--- src/sv/sprc_pkg.sv ---
`timescale 1ns / 1ps
// ----------------------------------------------------------------------------
// sprc_pkg
// Shared types and constants for the source port range check block.
// ----------------------------------------------------------------------------
package sprc_pkg;

  localparam int NUM_TABLES       = 16;
  localparam int RANGES_PER_TABLE = 32;

  localparam int TABLE_IDX_W = 4;
  localparam int SLOT_IDX_W  = 5;
  localparam int PORT_W      = 16;
  localparam int ADDR_IN_W   = 32;
  localparam int PROTO_W     = 8;

  // Row address width of the range memory (one row per table).
  localparam int ROW_ADDR_W = (NUM_TABLES > 1) ? $clog2(NUM_TABLES) : 1;
  // Entry select width within a row.
  localparam int ENTRY_SEL_W = $clog2(RANGES_PER_TABLE);

  localparam logic [PORT_W-1:0]    PORT_MAX   = 16'hFFFF;
  localparam logic [PORT_W-1:0]    PORT_ZERO  = 16'h0000;
  localparam logic [ADDR_IN_W-1:0] ADDR_BCAST = 32'hFFFF_FFFF;
  localparam logic [3:0]           MCAST_NIB  = 4'hE;
  localparam logic [PROTO_W-1:0]   PROTO_TCP  = 8'd6;
  localparam logic [PROTO_W-1:0]   PROTO_UDP  = 8'd17;

  typedef enum logic {
    REQ_WRITE = 1'b0,
    REQ_CHECK = 1'b1
  } req_type_e;

  typedef struct packed {
    logic [PORT_W-1:0] lo;
    logic [PORT_W-1:0] hi;
  } entry_t;

  typedef entry_t [RANGES_PER_TABLE-1:0] row_t;

  // Control carried from the read stage to the result stage.
  typedef struct packed {
    logic valid;
    logic write_done;
    logic bypass;
    logic do_check;
  } res_ctrl_t;

endpackage

--- src/sv/sprc_match.sv ---
`timescale 1ns / 1ps
// ----------------------------------------------------------------------------
// sprc_match
// Parallel port compare against one row; registered per-entry hit vector.
// ----------------------------------------------------------------------------
module sprc_match (
  input  logic                          clk_i,
  input  logic                          en_i,
  input  sprc_pkg::row_t                row_i,
  input  logic [sprc_pkg::PORT_W-1:0]   port_i,
  output logic                          any_hit_o
);

  logic [sprc_pkg::RANGES_PER_TABLE-1:0] hit_d;
  logic [sprc_pkg::RANGES_PER_TABLE-1:0] hit_q;

  always_comb begin
    for (int i = 0; i < sprc_pkg::RANGES_PER_TABLE; i++) begin
      if (row_i[i].lo == sprc_pkg::PORT_ZERO) begin
        hit_d[i] = 1'b0;
      end else if (port_i == sprc_pkg::PORT_MAX) begin
        // top port: high bound cannot express it, low bound must equal it
        hit_d[i] = (row_i[i].lo == sprc_pkg::PORT_MAX);
      end else begin
        hit_d[i] = (row_i[i].lo <= port_i) && (port_i < row_i[i].hi);
      end
    end
  end

  always_ff @(posedge clk_i) begin
    if (en_i) begin
      hit_q <= hit_d;
    end
  end

  assign any_hit_o = |hit_q;

endmodule

--- config.mk ---
export PLATFORM = sky130hd
export DESIGN_NAME = sprc_match
export DESIGN_NICKNAME = d
export VERILOG_FILES = /design/src/sv/sprc_pkg.sv /design/src/sv/sprc_match.sv
export SDC_FILE = /design/constraint.sdc
export NUM_CORES = 2
export LEC_CHECK = 0
export ABC_AREA = 1
export BUFFER_PORTS_ARGS = -buffer_cell sky130_fd_sc_hd__buf_2
export CAP_MARGIN = 20
export CELL_PAD_IN_SITES_DETAIL_PLACEMENT = 2
export CELL_PAD_IN_SITES_GLOBAL_PLACEMENT = 2
export CORE_AREA = 8 8 395 397
export DETAILED_ROUTE_END_ITERATION = 10
export DIE_AREA = 0 0 403 405
export PLACE_DENSITY_LB_ADDON = 0.08
export SYNTH_ARGS = -nofsm -noshare
export SYNTH_HDL_FRONTEND = slang
export SYNTH_SLANG_ARGS = --single-unit
--- constraint.sdc ---
create_clock -name clk_i -period 2.7 [get_ports clk_i]
set_input_delay 0.54 -clock clk_i [delete_from_list [all_inputs] [get_ports clk_i]]
set_output_delay 0.54 -clock clk_i [all_outputs]
set_load 0.02 [all_outputs]
# Word-level counts from Yosys, hierarchy flattened
# Index checks and enable logic that the tools add are counted.
# word_totals
register_bits	32
in_bits	1042
output_inout_bits	1
elab_cells	226
# op_classes
order_cmp	64
eq_ne	33
muxes	32
n_reduce_logical	65
# op_table
cell	n
$eq A16 B16 Y1 const B	33
$le A16 B16 Y1	32
$logic_not A16 Y1	32
$lt A16 B16 Y1	32
$logic_and A1 B1 Y1	32
$mux W1	32
$reduce_or A32 Y1	1

# Longest topological paths before layout
# logic_depth
ltp_word	3
mapped_depth	14
depth_no_buf	14

# Worst setup path before layout
# Ideal clock, no wire load.
# synth_timing
path_type	input to register
from	input port port_i[15] (netlist bit)
to	register hit_q[12] (netlist bit) (data pin)
setup_time_ns	0.261
arrival_ns	1.971
t_required_ns	2.439
path_slack_ns	0.467
cell_stages	9
n_path_buf	0
cell_sequence	inv_1 ha_1 nand2_1 nor4_1 nand2_1 nand2_1 nand2_1 nand2_1 a21oi_2
# synth_via
elab_chain_cells	3
elab_cells_between_ends	5
cone_classes	order compare: 2; eq/ne: 1; mux: 1; reduce/logical: 1
# synth_lines
element	line_no	rtl
from (decl)	sprc_match.sv:10	input logic [sprc_pkg::PORT_W-1:0] port_i,
$le A16 B16 Y1 or $lt A16 B16 Y1 (tied branches)	sprc_match.sv:25	hit_d[i] = (row_i[i].lo <= port_i) && (port_i < row_i[i].hi);
$logic_and A1 B1 Y1	sprc_match.sv:25	
$mux W1 (*)	sprc_match.sv:21	end else if (port_i == sprc_pkg::PORT_MAX) begin
to (signal assigned)	sprc_match.sv:32	hit_q <= hit_d;
to (decl)	sprc_match.sv:15	logic [sprc_pkg::RANGES_PER_TABLE-1:0] hit_q;
# Mark *: on every way between the ends. The rest lies on a longest branch, timed or not.
# A chain may end at the register's enable or synchronous reset.

# Worst setup path after layout
# layout_timing
from	register hit_q[28] (netlist bit)
to	output port any_hit_o
# layout_via
elab_chain_cells	1
# layout_lines
element	line_no	rtl
$reduce_or A32 Y1	sprc_match.sv:36	assign any_hit_o = |hit_q;
to (decl)	sprc_match.sv:11	output logic any_hit_o
# No other way between the ends.

==> out/qor_table.md <==
| Item | Value |
| --- | --- |
| CTS tree | done |
| Remaining design rule violation count | 0 |
| RSZ-0062 raised after global routing | no |
| Cells traversed along the worst timing path | nor4_1, nand4_1, or2_2, buf_2 |
| Maximum number of pins on one net before global-route repair | 33 |
| WHS | 0.609 ns |
| Psw | 3.98 mW |
| Layout cell share with drive strength beyond 1 | 0.246 |
| Largest Register | hit_q |
| Power Density | 192 mW/mm^2 |
| Peak supply drop | 181 uV |
| CP arrival | 2.05 ns |
| Buffers added on ports | 1042 |
| Critical Path Source Type | flop |
| WL final | 196 mm |
| Layout Utilization | 0.261 |
| Buffer cell driving the clock tree root | sky130_fd_sc_hd__clkbuf_16 |
| Largest cells by area after synthesis | sky130_fd_sc_hd__ha_1 (44%), sky130_fd_sc_hd__nand2_1 (15%), sky130_fd_sc_hd__inv_1 (10%), sky130_fd_sc_hd__a21oi_1 (8.5%), sky130_fd_sc_hd__nor4_1 (4.0%) |
| Part of the total power dissipated in sequential elements | 0.093 |
| Area of the die | 0.163 mm^2 |
| # setup viols final | 0 |
| Outcome | finished, final reports clean |
| Clock power share | 0.089 |
| Most frequent standard cell in the layout excluding fill and tap cells | sky130_fd_sc_hd__nand2_1 |
| Highest Clock Rate | 386 MHz |
| Portion of synthesized cell area occupied by the leading cell type | 0.441 |
| Register area share after synthesis | 0.0342 |
| Hold buffer count at cts | 0 |
| Number of placement rows | 142 |
| Number of fill cells in the layout | 18400 |
| Effective utilization at floorplan | 0.188 |
| Post-CTS Repair Setup Buffers | 0 |
| Final Hold Fails | 0 |
| Number of buffer and inverter stages on the critical path | 1 |
| TritonCTS Buffers | 5 |
| Int Pwr | 3.52 mW |
| WL/cell | 25.5 um |
| Number of nets at the end of the flow | 7729 |
| Count of instances resized after the clock tree is built | 0 |
| First-pass GRT wire length | 277 mm |
| Max-capacitance violation count | 0 |
| Max reg flops | 32 |
| Mean area per synthesized cell | 6.48 um^2 |
| Category of the most critical setup path | reg -> out |
| Largest fanout on the critical path | 1 |
| # clock sinks | 32 |
| CP peak stage delay | 0.49 ns |
| Detailed Route Iter0 Violations | 1201 |
| Total count of max-transition violations in the final report | 0 |
| Average vias per placed instance | 4.72 |
| Switching portion of total power | 0.531 |
| Combinational share of power | 0.818 |
| CTS H-Tree Depth | 2 |
| Mapped Nets | 6375 |
| Number of global-route vias before repair | 39800 |
| Count of synthesis-stage warnings from yosys | 0 |
| Core region area | 0.149 mm^2 |
| Cell at the slowest stage of the critical path | sky130_fd_sc_hd__nor4_1 |
| Area added between synthesis and finish | 38.7% |
| Ports | 1043 |
| Number of different library cells in the post-synthesis netlist | 22 |
| Registers with the highest flip-flop counts | hit_q x32 |
| Normalized max-slew margin | 0.355 |
| Commonest cells after routing, fill and taps aside | sky130_fd_sc_hd__nand2_1 (1105), sky130_fd_sc_hd__buf_2 (1042), sky130_fd_sc_hd__ha_1 (992) |
| Initial antenna violation count | 188 |
| Setup crit end kind | primary output |
| Final cycle utilization of the critical path | 0.959 |
| Via count | 36400 |
| Half-perimeter wire length of the detailed placement result | 176 mm |
| Worst-Margin Slew | 0.959 ns |
| Leakage power of the design | 22.5 nW |
| Number of register bits inferred by synthesis | 32 |
| Worst min-delay path class | in -> reg |
| Overflow left after global routing | 0 |
| Mapped Cells | 4341 |
| Number of buffers on the longest clock path | 2 |
| Data required, critical path | 2.16 ns |
| Gr usage total | 0.231 |
| Count of TritonRoute iterations in the first routing pass | 5 |
| Horizontal extent of the die | 403 um |
| Cell accounting for the most synthesized area | sky130_fd_sc_hd__ha_1 |
| Routability Congestion | 0.836 |
| Clock-pin transition on the worst setup and hold timing paths | 0.07 ns |
| Total standard cell area after synthesis | 0.0281 mm^2 |
| Family with the most delay on the worst path | simple AND/OR/NAND/NOR gates |
| Post-DRT Antenna Nets | 0 |
| Final critical delay including setup and external delays | 2.59 ns |
| Die Span Y | 405 um |
-- stage by stage --
stage	setup slack (ns)	std cells	power [mW]	instance area, um^2	setup TNS, ns
global route	0.00216	7668	8.44	38900	0
finish	0.111	7697	7.49	39000	0
detailed placement	-0.182	7632	6.96	38700	-1.29
floorplan	0.467	4341	3.52	28100	0
global placement	-0.173	7632	6.76	38700	-0.894
CTS	0.0213	7640	7.71	38900	0
-- tightest hold or removal path: cells and delay by family --
kind | cells | cell delay, ns
AO/OA/AOI/OAI | 1 | 0.10
buffers and inverters | 1 | 0.11
AND/OR/NAND/NOR | 1 | 0.05
-- power groups by stage --
stage | clock [mW] | sequential, mW | combinational, mW
after global placement | 0 | 0.715 | 6.04
after CTS | 0.717 | 0.701 | 6.29
after floorplan | 0 | 0.653 | 2.87
final | 0.668 | 0.696 | 6.13
after detailed placement | 0 | 0.710 | 6.25
after global routing | 0.722 | 0.704 | 7.02
-- kinds of logic after synthesis --
logic type | share of synthesized area
buffers and inverters | 0.106
adders and majority gates | 0.441
AOI/OAI and AO/OA | 0.132
and+or+nand+nor | 0.286
DFF | 0.0342
-- routing by layer --
metal  GRT usage  part of all wire  up-vias
li1            -                 -    17700
met2       0.435              0.50      912
met5           0            0.0017        -
met4      0.0416             0.024       52
met3      0.0391             0.043      347
met1       0.274              0.43    17400
-- cell usage after synthesis, drive strengths merged --
| cell type | instances |
|---|---|
| or2 | 1 |
| inv | 776 |
| nor3 | 82 |
| nand2 | 1115 |
| nor2 | 223 |
| nand3 | 90 |
| a21o | 32 |
| buf | 8 |
| nor4 | 180 |
| edfxtp | 32 |
| o21ai | 96 |
| o21a | 70 |
| a21oi | 486 |
| ha | 992 |
| nand4 | 158 |
-- layout make-up --
type	instances	area [um^2]	area share
Multi-Input combinational cell	3525	24200	0.620
Timing Repair Buffer	1355	8240	0.211
Inverter	776	2910	0.0747
Tap cell	1944	2430	0.0623
Sequential cell	32	961	0.0246
Antenna cell	57	143	0.00366
Clock buffer	7	133	0.00340
Clock inverter	1	3.75	0.0000962
-- worst paths after layout --
check / slack, ns / end / from / cells after the start
worst min-delay path: 0.61 / hit_q[2] / row_i[89] / 3
worst max-delay path: 0.11 / any_hit_o / hit_q[28] / 4
(Power assumes the default switching activity.)
